<file path="src/mbgd_pkg.sv">
`timescale 1ns / 1ps
// ----------------------------------------------------------------------------
// Mouse button gesture detector package
// Shared widths, event codes, register indexes and the per-sample record.
// ----------------------------------------------------------------------------
package mbgd_pkg;

    localparam int NUM_BUTTONS = 3;
    localparam int COORD_WIDTH = 12;
    localparam int TIMER_WIDTH = 16;

    localparam int ELAPSED_W = 10;
    localparam int SPAN_W    = 16;
    localparam int THRESH_W  = 12;
    localparam int KIND_W    = 3;
    localparam int BTN_IDX_W = (NUM_BUTTONS > 1) ? $clog2(NUM_BUTTONS) : 1;
    localparam int DELTA_W   = COORD_WIDTH + 1;

    // Each button reports at most two events per sample.
    localparam int NUM_SLOTS = 2 * NUM_BUTTONS;
    localparam int SLOT_W    = $clog2(NUM_SLOTS);

    localparam int TCMP_W = (TIMER_WIDTH > SPAN_W) ? TIMER_WIDTH : SPAN_W;
    localparam int TSUM_W = ((TIMER_WIDTH > ELAPSED_W) ? TIMER_WIDTH : ELAPSED_W) + 1;
    localparam int OCMP_W = (DELTA_W > THRESH_W) ? DELTA_W : THRESH_W;

    localparam int CFG_INDEX_W = 8;
    localparam int CFG_DATA_W  = (SPAN_W > THRESH_W) ? SPAN_W : THRESH_W;

    localparam logic [CFG_INDEX_W-1:0] REG_SPAN   = CFG_INDEX_W'(0);
    localparam logic [CFG_INDEX_W-1:0] REG_THRESH = CFG_INDEX_W'(1);

    localparam logic [SPAN_W-1:0]   SPAN_RESET   = SPAN_W'(250);
    localparam logic [THRESH_W-1:0] THRESH_RESET = THRESH_W'(5);

    localparam int IN_FIELDS_W  = NUM_BUTTONS + 2 * COORD_WIDTH + ELAPSED_W;
    localparam int S_TDATA_W    = ((IN_FIELDS_W + 7) / 8) * 8;
    localparam int OUT_FIELDS_W = KIND_W + BTN_IDX_W + 4 * COORD_WIDTH + 2 * DELTA_W;
    localparam int M_TDATA_W    = ((OUT_FIELDS_W + 7) / 8) * 8;

    localparam int FIFO_DEPTH = 4;
    localparam int FIFO_PTR_W = $clog2(FIFO_DEPTH);

    typedef logic [KIND_W-1:0] t_kind;

    localparam t_kind EV_PRESS      = t_kind'(0);
    localparam t_kind EV_DOUBLE     = t_kind'(1);
    localparam t_kind EV_RELEASE    = t_kind'(2);
    localparam t_kind EV_DRAG_END   = t_kind'(3);
    localparam t_kind EV_CLICK      = t_kind'(4);
    localparam t_kind EV_DRAG_START = t_kind'(5);
    localparam t_kind EV_DRAG       = t_kind'(6);

    // Classified sample: slot 2b is the first event of button b, slot 2b+1 the second.
    typedef struct packed {
        logic [NUM_SLOTS-1:0]                    valid;
        t_kind [NUM_SLOTS-1:0]                   kind;
        logic [NUM_BUTTONS-1:0][COORD_WIDTH-1:0] start_x;
        logic [NUM_BUTTONS-1:0][COORD_WIDTH-1:0] start_y;
        logic [COORD_WIDTH-1:0]                  x;
        logic [COORD_WIDTH-1:0]                  y;
        logic signed [DELTA_W-1:0]               dx;
        logic signed [DELTA_W-1:0]               dy;
    } t_sample_rec;

endpackage

</file>
<file path="src/mbgd_front.sv">
`timescale 1ns / 1ps
// ----------------------------------------------------------------------------
// Gesture detector front end
// Accepts poll samples, tracks per-button state and classifies the events.
// ----------------------------------------------------------------------------
module mbgd_front (
    input  logic                                 i_clk,
    input  logic                                 i_rst_n,
    input  logic                                 i_s_tvalid,
    output logic                                 o_s_tready,
    // buttons_down, cursor_x, cursor_y, elapsed_ms (from bit 0 up), zero padded
    input  logic [mbgd_pkg::S_TDATA_W-1:0]       i_s_tdata,
    input  logic                                 i_cfg_valid,
    output logic                                 o_cfg_ready,
    input  logic [mbgd_pkg::CFG_INDEX_W-1:0]     i_cfg_index,
    input  logic [mbgd_pkg::CFG_DATA_W-1:0]      i_cfg_data,
    input  logic                                 i_q_full,
    output logic                                 o_push,
    output mbgd_pkg::t_sample_rec                o_rec
);
    import mbgd_pkg::*;

    logic [SPAN_W-1:0]                       r_span;
    logic [THRESH_W-1:0]                     r_thresh;
    logic [NUM_BUTTONS-1:0]                  r_prev_buttons;
    logic [COORD_WIDTH-1:0]                  r_prev_x;
    logic [COORD_WIDTH-1:0]                  r_prev_y;
    logic [NUM_BUTTONS-1:0][TIMER_WIDTH-1:0] r_since;
    logic [NUM_BUTTONS-1:0]                  r_was_double;
    logic [NUM_BUTTONS-1:0]                  r_dragging;
    logic [NUM_BUTTONS-1:0][COORD_WIDTH-1:0] r_press_x;
    logic [NUM_BUTTONS-1:0][COORD_WIDTH-1:0] r_press_y;

    logic [NUM_BUTTONS-1:0][TIMER_WIDTH-1:0] n_since;
    logic [NUM_BUTTONS-1:0]                  n_was_double;
    logic [NUM_BUTTONS-1:0]                  n_dragging;
    logic [NUM_BUTTONS-1:0][COORD_WIDTH-1:0] n_press_x;
    logic [NUM_BUTTONS-1:0][COORD_WIDTH-1:0] n_press_y;

    logic [NUM_BUTTONS-1:0]    now;
    logic [COORD_WIDTH-1:0]    cur_x;
    logic [COORD_WIDTH-1:0]    cur_y;
    logic [ELAPSED_W-1:0]      elapsed;
    logic                      accept;
    logic signed [DELTA_W-1:0] delta_x;
    logic signed [DELTA_W-1:0] delta_y;

    assign now     = i_s_tdata[NUM_BUTTONS-1:0];
    assign cur_x   = i_s_tdata[NUM_BUTTONS +: COORD_WIDTH];
    assign cur_y   = i_s_tdata[NUM_BUTTONS + COORD_WIDTH +: COORD_WIDTH];
    assign elapsed = i_s_tdata[NUM_BUTTONS + 2 * COORD_WIDTH +: ELAPSED_W];

    assign o_s_tready  = !i_q_full;
    assign accept      = i_s_tvalid && !i_q_full;
    assign o_push      = accept;
    assign o_cfg_ready = 1'b1;

    assign delta_x = $signed({1'b0, cur_x}) - $signed({1'b0, r_prev_x});
    assign delta_y = $signed({1'b0, cur_y}) - $signed({1'b0, r_prev_y});

    always_comb begin
        logic                      press;
        logic                      rel;
        logic                      held;
        logic                      dbl;
        logic                      start_drag;
        logic signed [DELTA_W-1:0] off_x;
        logic signed [DELTA_W-1:0] off_y;
        logic [DELTA_W-1:0]        abs_x;
        logic [DELTA_W-1:0]        abs_y;
        logic [TIMER_WIDTH-1:0]    base;
        logic [TSUM_W-1:0]         sum;

        o_rec.x       = cur_x;
        o_rec.y       = cur_y;
        o_rec.dx      = delta_x;
        o_rec.dy      = delta_y;
        o_rec.start_x = r_press_x;
        o_rec.start_y = r_press_y;
        o_rec.valid   = '0;
        o_rec.kind    = '0;

        for (int b = 0; b < NUM_BUTTONS; b++) begin
            press = now[b] && !r_prev_buttons[b];
            rel   = !now[b] && r_prev_buttons[b];
            held  = now[b] && r_prev_buttons[b];
            dbl   = TCMP_W'(r_since[b]) <= TCMP_W'(r_span);

            // The offset is taken as an absolute value on both axes.
            off_x = $signed({1'b0, cur_x}) - $signed({1'b0, r_press_x[b]});
            off_y = $signed({1'b0, cur_y}) - $signed({1'b0, r_press_y[b]});
            abs_x = off_x[DELTA_W-1] ? DELTA_W'(-off_x) : DELTA_W'(off_x);
            abs_y = off_y[DELTA_W-1] ? DELTA_W'(-off_y) : DELTA_W'(off_y);
            start_drag = held && !r_dragging[b] &&
                         ((OCMP_W'(abs_x) > OCMP_W'(r_thresh)) ||
                          (OCMP_W'(abs_y) > OCMP_W'(r_thresh)));

            o_rec.valid[2*b] = press || rel || start_drag;
            o_rec.kind[2*b]  = press ? EV_PRESS : (rel ? EV_RELEASE : EV_DRAG_START);

            o_rec.valid[2*b+1] = (press && dbl) ||
                                 (rel && (r_dragging[b] || !r_was_double[b])) ||
                                 (held && (r_dragging[b] || start_drag));
            o_rec.kind[2*b+1]  = press ? EV_DOUBLE :
                                 (rel ? (r_dragging[b] ? EV_DRAG_END : EV_CLICK) : EV_DRAG);

            n_was_double[b] = press ? dbl : r_was_double[b];
            n_dragging[b]   = press ? 1'b0 : (start_drag ? 1'b1 : r_dragging[b]);
            n_press_x[b]    = press ? cur_x : r_press_x[b];
            n_press_y[b]    = press ? cur_y : r_press_y[b];

            // Timer restarts on a press, then the elapsed time is added with saturation.
            base = press ? '0 : r_since[b];
            sum  = TSUM_W'(base) + TSUM_W'(elapsed);
            n_since[b] = (sum > TSUM_W'({TIMER_WIDTH{1'b1}})) ? {TIMER_WIDTH{1'b1}}
                                                               : sum[TIMER_WIDTH-1:0];
        end
    end

    always_ff @(posedge i_clk) begin
        if (!i_rst_n) begin
            r_span   <= SPAN_RESET;
            r_thresh <= THRESH_RESET;
        end else if (i_cfg_valid) begin
            unique case (i_cfg_index)
                REG_SPAN:   r_span   <= i_cfg_data[SPAN_W-1:0];
                REG_THRESH: r_thresh <= i_cfg_data[THRESH_W-1:0];
                default: ;
            endcase
        end
    end

    always_ff @(posedge i_clk) begin
        if (!i_rst_n) begin
            r_prev_buttons <= '0;
            r_prev_x       <= '0;
            r_prev_y       <= '0;
            r_since        <= '1;
            r_was_double   <= '0;
            r_dragging     <= '0;
            r_press_x      <= '0;
            r_press_y      <= '0;
        end else if (accept) begin
            r_prev_buttons <= now;
            r_prev_x       <= cur_x;
            r_prev_y       <= cur_y;
            r_since        <= n_since;
            r_was_double   <= n_was_double;
            r_dragging     <= n_dragging;
            r_press_x      <= n_press_x;
            r_press_y      <= n_press_y;
        end
    end

endmodule

</file>
<file path="src/mbgd_fifo.sv">
`timescale 1ns / 1ps
// ----------------------------------------------------------------------------
// Gesture detector sample queue
// Short queue of classified samples between the front end and the back end.
// ----------------------------------------------------------------------------
module mbgd_fifo (
    input  logic                  i_clk,
    input  logic                  i_rst_n,
    input  logic                  i_push,
    input  mbgd_pkg::t_sample_rec i_rec,
    output logic                  o_full,
    input  logic                  i_pop,
    output logic                  o_valid,
    output mbgd_pkg::t_sample_rec o_rec
);
    import mbgd_pkg::*;

    t_sample_rec             r_mem [FIFO_DEPTH];
    logic [FIFO_PTR_W-1:0]   r_wr_ptr;
    logic [FIFO_PTR_W-1:0]   r_rd_ptr;
    logic [FIFO_PTR_W:0]     r_count;

    assign o_full  = (r_count == (FIFO_PTR_W + 1)'(FIFO_DEPTH));
    assign o_valid = (r_count != '0);
    assign o_rec   = r_mem[r_rd_ptr];

    always_ff @(posedge i_clk) begin
        if (i_push) begin
            r_mem[r_wr_ptr] <= i_rec;
        end
    end

    always_ff @(posedge i_clk) begin
        if (!i_rst_n) begin
            r_wr_ptr <= '0;
            r_rd_ptr <= '0;
            r_count  <= '0;
        end else begin
            if (i_push) begin
                r_wr_ptr <= r_wr_ptr + 1'b1;
            end
            if (i_pop) begin
                r_rd_ptr <= r_rd_ptr + 1'b1;
            end
            unique case ({i_push, i_pop})
                2'b10:   r_count <= r_count + 1'b1;
                2'b01:   r_count <= r_count - 1'b1;
                default: r_count <= r_count;
            endcase
        end
    end

    a_no_overflow: assert property (@(posedge i_clk) disable iff (!i_rst_n)
        i_push |-> (!o_full || i_pop))
        else $error("sample queue written while full");

    a_no_underflow: assert property (@(posedge i_clk) disable iff (!i_rst_n)
        i_pop |-> o_valid)
        else $error("sample queue read while empty");

endmodule

</file>
<file path="src/mbgd_back.sv">
`timescale 1ns / 1ps
// ----------------------------------------------------------------------------
// Gesture detector back end
// Takes one classified sample at a time and sends its events one per cycle unless stalled.
// ----------------------------------------------------------------------------
module mbgd_back (
    input  logic                           i_clk,
    input  logic                           i_rst_n,
    input  logic                           i_q_valid,
    input  mbgd_pkg::t_sample_rec          i_q_rec,
    output logic                           o_pop,
    output logic                           o_m_tvalid,
    input  logic                           i_m_tready,
    // event_kind, button_index, event_x, event_y, start_x, start_y,
    // delta_x, delta_y (from bit 0 up), zero padded
    output logic [mbgd_pkg::M_TDATA_W-1:0] o_m_tdata,
    output logic                           o_m_tlast
);
    import mbgd_pkg::*;

    t_sample_rec            r_rec;
    logic                   r_busy;
    logic [NUM_SLOTS-1:0]   r_pend;
    logic                   r_out_valid;
    logic [M_TDATA_W-1:0]   r_out_data;
    logic                   r_out_last;

    logic [SLOT_W-1:0]      sel;
    logic                   found;
    logic                   out_free;
    logic                   emit;
    logic [NUM_SLOTS-1:0]   pend_after;
    logic                   stay;
    t_kind                  kind;
    logic [BTN_IDX_W-1:0]   btn;
    logic                   is_drag;
    logic [COORD_WIDTH-1:0] sx;
    logic [COORD_WIDTH-1:0] sy;
    logic [DELTA_W-1:0]     dx;
    logic [DELTA_W-1:0]     dy;
    logic [M_TDATA_W-1:0]   word;

    // Lowest pending slot goes first, which keeps button and event order.
    always_comb begin
        sel = '0;
        for (int s = NUM_SLOTS - 1; s >= 0; s--) begin
            if (r_pend[s]) begin
                sel = SLOT_W'(s);
            end
        end
    end

    assign found      = |r_pend;
    assign out_free   = !r_out_valid || i_m_tready;
    assign emit       = r_busy && found && out_free;
    assign pend_after = emit ? (r_pend & ~(NUM_SLOTS'(1) << sel)) : r_pend;
    assign stay       = r_busy && (pend_after != '0);
    assign o_pop      = i_q_valid && !stay;

    assign kind    = r_rec.kind[sel];
    assign btn     = BTN_IDX_W'(sel >> 1);
    assign is_drag = (kind == EV_DRAG_END) || (kind == EV_DRAG_START) || (kind == EV_DRAG);
    assign sx      = is_drag ? r_rec.start_x[btn] : '0;
    assign sy      = is_drag ? r_rec.start_y[btn] : '0;
    assign dx      = is_drag ? r_rec.dx : '0;
    assign dy      = is_drag ? r_rec.dy : '0;
    assign word    = M_TDATA_W'({dy, dx, sy, sx, r_rec.y, r_rec.x, btn, kind});

    always_ff @(posedge i_clk) begin
        if (o_pop) begin
            r_rec <= i_q_rec;
        end
        if (emit) begin
            r_out_data <= word;
            r_out_last <= (pend_after == '0);
        end
    end

    always_ff @(posedge i_clk) begin
        if (!i_rst_n) begin
            r_busy      <= 1'b0;
            r_pend      <= '0;
            r_out_valid <= 1'b0;
        end else begin
            if (o_pop) begin
                r_busy <= 1'b1;
                r_pend <= i_q_rec.valid;
            end else begin
                r_busy <= stay;
                r_pend <= pend_after;
            end
            if (emit) begin
                r_out_valid <= 1'b1;
            end else if (i_m_tready) begin
                r_out_valid <= 1'b0;
            end
        end
    end

    assign o_m_tvalid = r_out_valid;
    assign o_m_tdata  = r_out_data;
    assign o_m_tlast  = r_out_last;

    a_idle_empty: assert property (@(posedge i_clk) disable iff (!i_rst_n)
        !r_busy |-> (r_pend == '0))
        else $error("events pending while back end is idle");

    a_stall_holds: assert property (@(posedge i_clk) disable iff (!i_rst_n)
        (r_busy && found && r_out_valid && !i_m_tready) |=> $stable(r_pend))
        else $error("pending events changed while the output was stalled");

    a_last_marked: assert property (@(posedge i_clk) disable iff (!i_rst_n)
        (emit && ($countones(r_pend) == 1)) |=> (o_m_tvalid && o_m_tlast))
        else $error("final event of a sample not marked last");

endmodule

</file>
<file path="src/mouse_button_gesture_detector_unit.sv">
`timescale 1ns / 1ps
// ----------------------------------------------------------------------------
// Mouse button gesture detector
// Turns poll samples into press, click, double click and drag events.
// ----------------------------------------------------------------------------
// Usage:
//   The sample channel (i_s_*) takes one poll sample per transfer. The event
//   channel (o_m_*) returns zero to six events per sample, one per transfer,
//   with o_m_tlast set on the final event of the sample; a sample that causes
//   no event produces no transfer. The configuration channel (i_cfg_*) writes
//   register 0 (double click span in ms) or register 1 (drag threshold in
//   pixels); o_cfg_ready is always high and other indexes are ignored.
//   The first event of a sample passes the sample queue, the back end's sample
//   register and its single output register. Throughput is one event per
//   cycle while the receiver is ready; the back end takes its next sample
//   while it sends the last event of the current one. The front end takes
//   a sample every cycle while the four-entry sample queue has room.
//   Reset clears button history, drag state and pending events, and restores
//   the register defaults (span 250, threshold 5). When the receiver stalls,
//   the held event stays put, the queue fills, and then o_s_tready drops.
// ----------------------------------------------------------------------------
module mouse_button_gesture_detector_unit (
    input  logic                                 i_clk,
    input  logic                                 i_rst_n,
    input  logic                                 i_s_tvalid,
    output logic                                 o_s_tready,
    // buttons_down, cursor_x, cursor_y, elapsed_ms (from bit 0 up), zero padded
    input  logic [mbgd_pkg::S_TDATA_W-1:0]       i_s_tdata,
    output logic                                 o_m_tvalid,
    input  logic                                 i_m_tready,
    // event_kind, button_index, event_x, event_y, start_x, start_y,
    // delta_x, delta_y (from bit 0 up), zero padded
    output logic [mbgd_pkg::M_TDATA_W-1:0]       o_m_tdata,
    output logic                                 o_m_tlast,
    input  logic                                 i_cfg_valid,
    output logic                                 o_cfg_ready,
    input  logic [mbgd_pkg::CFG_INDEX_W-1:0]     i_cfg_index,
    input  logic [mbgd_pkg::CFG_DATA_W-1:0]      i_cfg_data
);
    import mbgd_pkg::*;

    logic        q_full;
    logic        q_push;
    logic        q_pop;
    logic        q_valid;
    t_sample_rec push_rec;
    t_sample_rec pop_rec;

    mbgd_front u_front (
        .i_clk       (i_clk),
        .i_rst_n     (i_rst_n),
        .i_s_tvalid  (i_s_tvalid),
        .o_s_tready  (o_s_tready),
        .i_s_tdata   (i_s_tdata),
        .i_cfg_valid (i_cfg_valid),
        .o_cfg_ready (o_cfg_ready),
        .i_cfg_index (i_cfg_index),
        .i_cfg_data  (i_cfg_data),
        .i_q_full    (q_full),
        .o_push      (q_push),
        .o_rec       (push_rec)
    );

    mbgd_fifo u_fifo (
        .i_clk   (i_clk),
        .i_rst_n (i_rst_n),
        .i_push  (q_push),
        .i_rec   (push_rec),
        .o_full  (q_full),
        .i_pop   (q_pop),
        .o_valid (q_valid),
        .o_rec   (pop_rec)
    );

    mbgd_back u_back (
        .i_clk      (i_clk),
        .i_rst_n    (i_rst_n),
        .i_q_valid  (q_valid),
        .i_q_rec    (pop_rec),
        .o_pop      (q_pop),
        .o_m_tvalid (o_m_tvalid),
        .i_m_tready (i_m_tready),
        .o_m_tdata  (o_m_tdata),
        .o_m_tlast  (o_m_tlast)
    );

endmodule

</file>
<file path="config.mk">
export PLATFORM = sky130hd
export DESIGN_NAME = mouse_button_gesture_detector_unit
export DESIGN_NICKNAME = d
export VERILOG_FILES = /design/src/mbgd_pkg.sv /design/src/mbgd_front.sv /design/src/mbgd_fifo.sv /design/src/mbgd_back.sv /design/src/mouse_button_gesture_detector_unit.sv
export SDC_FILE = /design/constraint.sdc
export NUM_CORES = 2
export LEC_CHECK = 0
export BUFFER_PORTS_ARGS = -buffer_cell sky130_fd_sc_hd__buf_2
export CAP_MARGIN = 30
export CORE_MARGIN = 2
export CORE_UTILIZATION = 40
export CTS_CLUSTER_SIZE = 40
export DETAILED_ROUTE_END_ITERATION = 10
export GPL_TIMING_DRIVEN = 0
export MAX_ROUTING_LAYER = met4
export SLEW_MARGIN = 10
export SYNTH_ARGS = -nofsm -noshare
export SYNTH_HDL_FRONTEND = slang
export SYNTH_SLANG_ARGS = --single-unit
</file>
<file path="constraint.sdc">
create_clock -name i_clk -period 23 [get_ports i_clk]
set_clock_uncertainty 0.05 [all_clocks]
set_input_delay 0 -clock i_clk [delete_from_list [all_inputs] [get_ports i_clk]]
set_output_delay 0 -clock i_clk [all_outputs]
set_load 0.005 [all_outputs]
</file>
### Word level (Yosys, flattened, before mapping)

Memory sizes are Yosys's and may differ from the RTL's. A register that Yosys moved wholly into a read port is not among the register bits.
Cells that the tools add are included.

* register bits: 416
* RAM bits: 584
* input port bits: 69
* logic and storage cells: 232
* memories: 1

Memories
* u_fifo.r_mem: depth 4, width 146, read ports 1, clocked after memory_dff 1, write ports 1, line mbgd_fifo.sv:18 `t_sample_rec r_mem [FIFO_DEPTH];`

* $add $sub $neg: 21
* order comparisons: 14
* equality and inequality tests: 7
* shift operators: 1
* multiplexer cells: 55
* bitwise logic cells: 2
* reduce and logical (&&, ||, !) cells: 86

Operators by type and width (count)
* 12-bit by 12-bit subtractor with 13-bit output: 8
* 16-bit 2-to-1 mux: 6
* 13-bit by 12-bit greater-than comparator with 1-bit output: 6
* 13-bit 2-to-1 mux: 6
* 13-bit negation: 6
* 3-bit 2-to-1 mux: 22
* 16-bit by 10-bit adder with 17-bit output: 3
* 17-bit by 16-bit greater-than comparator with 1-bit output, second input constant: 3
* 12-bit binary-select mux with 2-bit select: 2
* 16-bit <= comparator: 3
* 1-bit logical AND: 29
* 1-bit logical OR: 24
* 12-bit 2-to-1 mux: 2
* 2-bit AND reduction: 8
* 1-bit zero test: 15
* 6-bit 2-to-1 mux: 2
* 1-bit 2-to-1 mux: 11
* 2-bit nonzero test: 5
* 3-bit binary-select mux with 3-bit select: 1
* 3-bit == test, second input constant: 3
* 8-bit by 1-bit == test with 1-bit output, second input constant: 1
* 8-bit zero test: 1
* 6-bit bitwise AND: 1
* 6-bit zero test: 1
* 15 further kinds: 17

### Logic depth before layout (Yosys ltp)

* depth after elaboration: 16
* mapped depth: 21
* gate-level depth less buffers: 20

### Hierarchy

A second synthesis with hierarchy kept.

* cell total of the unflattened synthesis: 3501
* area total of the unflattened synthesis: 47235.3 um^2

Modules (own cells, without submodules)
* mbgd_fifo: times used 1, cells an instance 804, area an instance 21518.1 um^2, seq. area each 17717.0 um^2
* mbgd_front: times used 1, cells an instance 2257, area an instance 16977.5 um^2, seq. area each 3623.5 um^2
* mbgd_back: times used 1, cells an instance 440, area an instance 8739.6 um^2, seq. area each 6766.5 um^2

### Worst setup path after synthesis

OpenSTA, ideal clock, no wires.

* path type: register to register
* from: register u_back.r_pend[0]
* to: register u_fifo.r_count[2]
* library setup time: 70 ps
* arrival time: 9254 ps
* required time: 22880 ps
* slack: 13626 ps
* stages on the path, launching flop included: 13
* path buffers: 1
* clock period less this slack: 9374 ps
* cells stage by stage: dfxtp_1 > clkbuf_1 > or3_1 > o41ai_1 > o21ai_0 > o21a_1 > nor2_1 > ha_1 > inv_1 > fa_1 > xor2_1 > or3_1 > a21oi_1

* longest elaborated chain between the ends: 11
* elaborated cells between the ends (all ways): 16

RTL lines
* start, declared: line mbgd_back.sv:23 `logic [NUM_SLOTS-1:0] r_pend;`
* start signal, assigned: line mbgd_back.sv:87 `r_pend <= i_q_rec.valid;`
* start signal, assigned: line mbgd_back.sv:90 `r_pend <= pend_after;`
* 3-bit 2-to-1 mux: line mbgd_back.sv:47 `if (r_pend[s]) begin`
* 1-bit by 3-bit left shift with 6-bit output: line mbgd_back.sv:56 `assign pend_after = emit ? (r_pend & ~(NUM_SLOTS'(1) << sel)) : r_pend;`
* 6-bit inverter: line mbgd_back.sv:56
* 6-bit bitwise AND: line mbgd_back.sv:56
* 6-bit 2-to-1 mux (*): line mbgd_back.sv:56
* 6-bit nonzero test (*): line mbgd_back.sv:57 `assign stay = r_busy && (pend_after != '0);`
* 1-bit logical AND (*): line mbgd_back.sv:57
* 1-bit zero test (*): line mbgd_back.sv:58 `assign o_pop = i_q_valid && !stay;`
* 1-bit logical AND (*): line mbgd_back.sv:58
* via q_pop: line mouse_button_gesture_detector_unit.sv:44 `logic q_pop;`
* 2-bit by 1-bit == test with 1-bit output / 2-bit == test (equally long branches): line mbgd_fifo.sv:45 `unique case ({i_push, i_pop})`
* 3-bit case mux with 2 select lines / 2-bit nonzero test (equally long branches)
* end signal, assigned: line mbgd_fifo.sv:46 `2'b10: r_count <= r_count + 1'b1;`
* end signal, assigned: line mbgd_fifo.sv:47 `2'b01: r_count <= r_count - 1'b1;`
* end signal, assigned: line mbgd_fifo.sv:48 `default: r_count <= r_count;`
* end, declared: line mbgd_fifo.sv:21 `logic [FIFO_PTR_W:0] r_count;`

The timed path passes the listed nets; every way through them passes the cells marked *.
A chain may end at the register's enable or synchronous reset.

==> results summary <==
The flow ran to the end, and the final reports show no timing, DRC or antenna violations. Counting stages on the worst path, the most repeated cell is ha_1. Setup repair after global routing left no endpoint under its margin. Broken down by cell family, the worst path's largest delay share belongs to compound AO/OA/AOI/OAI gates.

The peak per-stage delay on the critical path came out at ~0.74 ns. The count of state elements after synthesis is between 900 and 1000. The proportion of synthesized flip-flops having asynchronous set or reset came out at 0%. The max-capacitance violation count is 0.

The power density of the placed cells is roughly 120 nW/um^2. Of all nets on the critical path, the largest fanout is 6. After clock tree synthesis, the repair step resized 0 gates.

The growth of design area from synthesis to finish is 16.1%. Traced cell by cell, the critical path runs through ha_1 -> fa_1 -> nor2b_4 -> o31a_1 -> o21a_1 -> or3_1 -> a2111o_1 -> nor4_2 -> nor2_1 -> xor2_1 -> ha_1 -> a2111oi_0 -> o211a_1 -> o32ai_1 -> a31oi_1 -> o21ai_0. about 150 I/O pins were placed.

The actual transition at the worst max-transition pin came out at about 0.99 ns. During synthesis, Yosys emitted a total of 0 warnings. The post-route netlist has between 10% and 20% of its cells at a drive strength greater than 1. The starting density of the core is between 40% and 50%. In this run the tool buffered the top-level ports with 147 buffer cells. The detail-routed via count per cell came out at around 5.4.

The type of the worst setup path is flip-flop to flip-flop. Measured against its own limit, the worst slew margin works out to around 34%. The post-synthesis average cell area is approximately 13 um^2. STA classifies the critical path endpoint as a flip-flop. The height of the chip is approximately 340 um. The via count is 29500. After floorplanning, the core was divided into ~120 placement rows. CTS placed an instance of clkbuf_16 at the clock tree root. For this design, the slowest cell found on the critical path is nor4_2.

The congestion estimate from routability-driven global placement came to ~0.87. The DRC violation total after the first TritonRoute iteration is about 2600. The initial antenna violation count is 2. For flop-to-flop paths, the worst setup slack is 17.47 ns. The met1 wire length is between 50000 and 60000 um. The wire length on met2 came out at about 55000 um. The number of hold violations in the final report is 0. Ranked by instance count, the synthesized netlist is headed by 789 x edfxtp_1, 296 x nand2_1, 266 x ha_1. Counting I/O delays and the setup requirement, the final critical path takes 5.53 ns. The post-synthesis instance area is 46000 um^2. The standby leakage power came out at between 15 and 20 nW. Wires add up to 115000 um.

The clock sink count is 987. The number of standard cells in the layout, taps in and fillers out is roughly 5500. The aggregate negative setup slack is 0 ns.

Among all flip-flop cells after synthesis, the most frequent one is edfxtp_1. The first global-routing pass estimated between 150000 and 200000 um of wire. The maximum VDD drop came out at between 70 and 80 uV. The synthesized netlist net count came out at roughly 3900.

The count of pins over their slew limit is 0. The remaining number of nets flagged by the antenna check after routing is 0. The worst endpoint required time is ~23 ns. The final HPWL from detailed placement is between 80000 and 90000 um. The path category of the worst min-delay check is primary input to flip-flop.

The number of buffers and inverters on the critical path is 0. The clock insertion delay at the later pin of the skew report came out at around 0.7 ns. The sequential-to-total area share from yosys stat came out at between 60% and 70%.

The worst setup path is launched from a flip-flop. The area of the die came out at 118000 um^2. Setup violations remaining at the end of the flow were counted as 0. In the final design database the tool counted ~4200 nets. The via count of the first global-routing pass came out at around 28000. Measured along the x axis, the die boundary spans about 340 um. Among all cell types in the netlist, the one instantiated most often is edfxtp_1. In this run the biggest area consumer among cell types represents between 50 and 60% of the synthesized area. The ratio of final minimum period to clock period is 24.0%.

The biggest area contributor in the post-synthesis netlist is edfxtp_1. The average routed wire per standard cell is between 20 and 25 um. The level count of the clock H-tree is 3. Sorting the synthesized cells by area gives the leading types as edfxtp_1 51%, dfxtp_1 8.6%, ha_1 7.2%. The count of placed standard cells including taps came out at around 5200.

The global route total overflow came out at 0. Fill cells in the final layout number between 10000 and 15000. The clock tree from TritonCTS is yes. The global router's overall resource usage came out at about a fifth. The unique cell type count in the Yosys netlist is 80.

The maximum number of pins on one net before global-route repair came out at approximately 50. Static timing analysis puts the maximum clock frequency at between 150 and 200 MHz. The highest metal layer carrying signal wires in the routed design is met4. The arrival time of the worst setup path is between 5 and 6 ns. The number of clock buffers added by TritonCTS is 101. The synthesized design contains around 790 enable-type register cells. For this run, the detailed router's first-pass iteration total came to 5. The clock transition at the registers of the reported paths is approximately 0.060 ns. The DRC violation count after routing is 0. The clock passes through at most 3 buffers.

The routed length on met3 is 6000 um. After floorplanning, the core was sized to cover 114000 um^2. Synthesis produced a netlist whose cell count is between 3000 and 4000.
-- worst paths after layout --
check,end,from,cells after the start
worst max-delay path,u_fifo.r_mem[2][143]$_DFFE_PP_,u_front.o_rec[62]$_SDFFE_PN0P_,16
worst min-delay path,u_front.r_span[14]$_SDFFE_PN0P_,i_cfg_data[14],4
worst max register to register,u_fifo.r_mem[2][143]$_DFFE_PP_,u_front.o_rec[62]$_SDFFE_PN0P_,16
worst min register to register,u_back.o_m_tdata[10]$_DFFE_PP_,u_back.r_rec[43]$_DFFE_PP_,0
-- cell type report --
cell class,instances,area (um^2),share of cell area [%]
clock buffers,132,2710,5.08
well taps,1512,1890,3.54
clock inverters,57,542,1.01
diodes,3,7.51,0.0140
flip-flops and latches,987,27700,51.7
repair buffers,260,2220,4.15
multi-input cells,2208,17200,32.2
plain buffers,119,459,0.859
inverters,197,739,1.38
-- kinds of logic (layout without fill, tap and decap cells) --
logic type | after synthesis | count (layout) | synth area share [%]
fa+ha+maj | 279 | 279 | 7.77
xor+xnor | 129 | 129 | 2.45
simple gates | 910 | 910 | 9.28
buf+inv | 316 | 765 | 2.60
compound gates | 690 | 690 | 9.58
other cells | 2 | 5 | 0.0163
flops | 987 | 987 | 60.1
mux | 198 | 198 | 8.22
-- where the power goes --
| part | internal [mW] | switching [mW] |
|---|---|---|
| Combinational | 0.752 | 1.20 |
| Sequential | 2.47 | 0.129 |
| Clock | 0.906 | 0.695 |
-- per-layer routing --
layer | GRT usage (%) | up-vias
li1 | - | 14000
met1 | 26.9 | 14600
met2 | 32.1 | 759
met3 | 2.56 | 139
met4 | 5.35 | 0
met5 | - | -
-- state kept, by name, summed over array words and instances, names as in the netlist, 6 cells and up, named ones only --
register / flops
u_fifo.r_mem: 572
u_back.r_rec: 137
u_back.o_m_tdata: 79
u_front.o_rec: 72
u_front.r_since: 48
u_front.r_span: 16
u_front.r_prev_x: 12
u_front.r_prev_y: 12
u_front.r_thresh: 12
u_back.r_pend: 6
-- tightest hold or removal path, stage by stage --
cell	delay (ns)
dlygate4sd3_1	0.53
buf_2	0.10
mux2i_1	0.06
nor2_1	0.07
-- metrics by stage --
step | setup slack, ns | cell area [um^2] | power [mW] | utilization [%] | hold WS, ns
floorplan | 13.63 | 46000 | 3.85 | - | 0.0489
global placement | 8.54 | 48700 | 4.59 | 42.6 | 0.187
detailed placement | 17.43 | 49400 | 4.61 | 43.2 | 0.193
CTS | 17.41 | 53300 | 6.22 | 46.7 | 0.00977
global route | 17.17 | 53500 | 6.49 | 46.8 | 0.0901
finish | 17.47 | 53500 | 6.16 | 46.8 | 0.0686
-- placed cells by master, fill, tap and decap left out, types with 15 or more instances in the layout --
master,Yosys,final
a21oi_1,234,233
and2_1,15,15
mux2i_1,54,53
a21boi_0,21,21
dfxtp_1,198,198
nand4_1,25,25
nor2b_1,98,98
edfxtp_1,789,789
clkbuf_16,0,101
nand3_1,47,47
a211oi_1,41,41
ha_1,266,266
mux4_2,144,144
dlygate4sd3_1,0,72
nor2_1,228,227
inv_1,195,195
and3_1,23,19
clkbuf_1,95,119
buf_1,18,18
nand2_1,296,296
xor2_1,59,59
clkinv_2,0,21
clkinv_1,0,17
o21a_1,36,36
buf_16,0,15
nor4_1,17,16
or3_1,18,18
o21ai_0,126,126
a21o_1,57,57
xnor2_1,70,70
nor3_1,87,87
o211ai_1,22,22
nand2b_1,19,19
a31oi_1,21,21
buf_2,4,153
-- what timing repair did --
action                    in CTS  in global routing
buffers inserted               0                  0
hold buffers                  72                  0
hold endpoints to repair     378                  0
No activity file was read; power rests on OpenSTA's default activity.
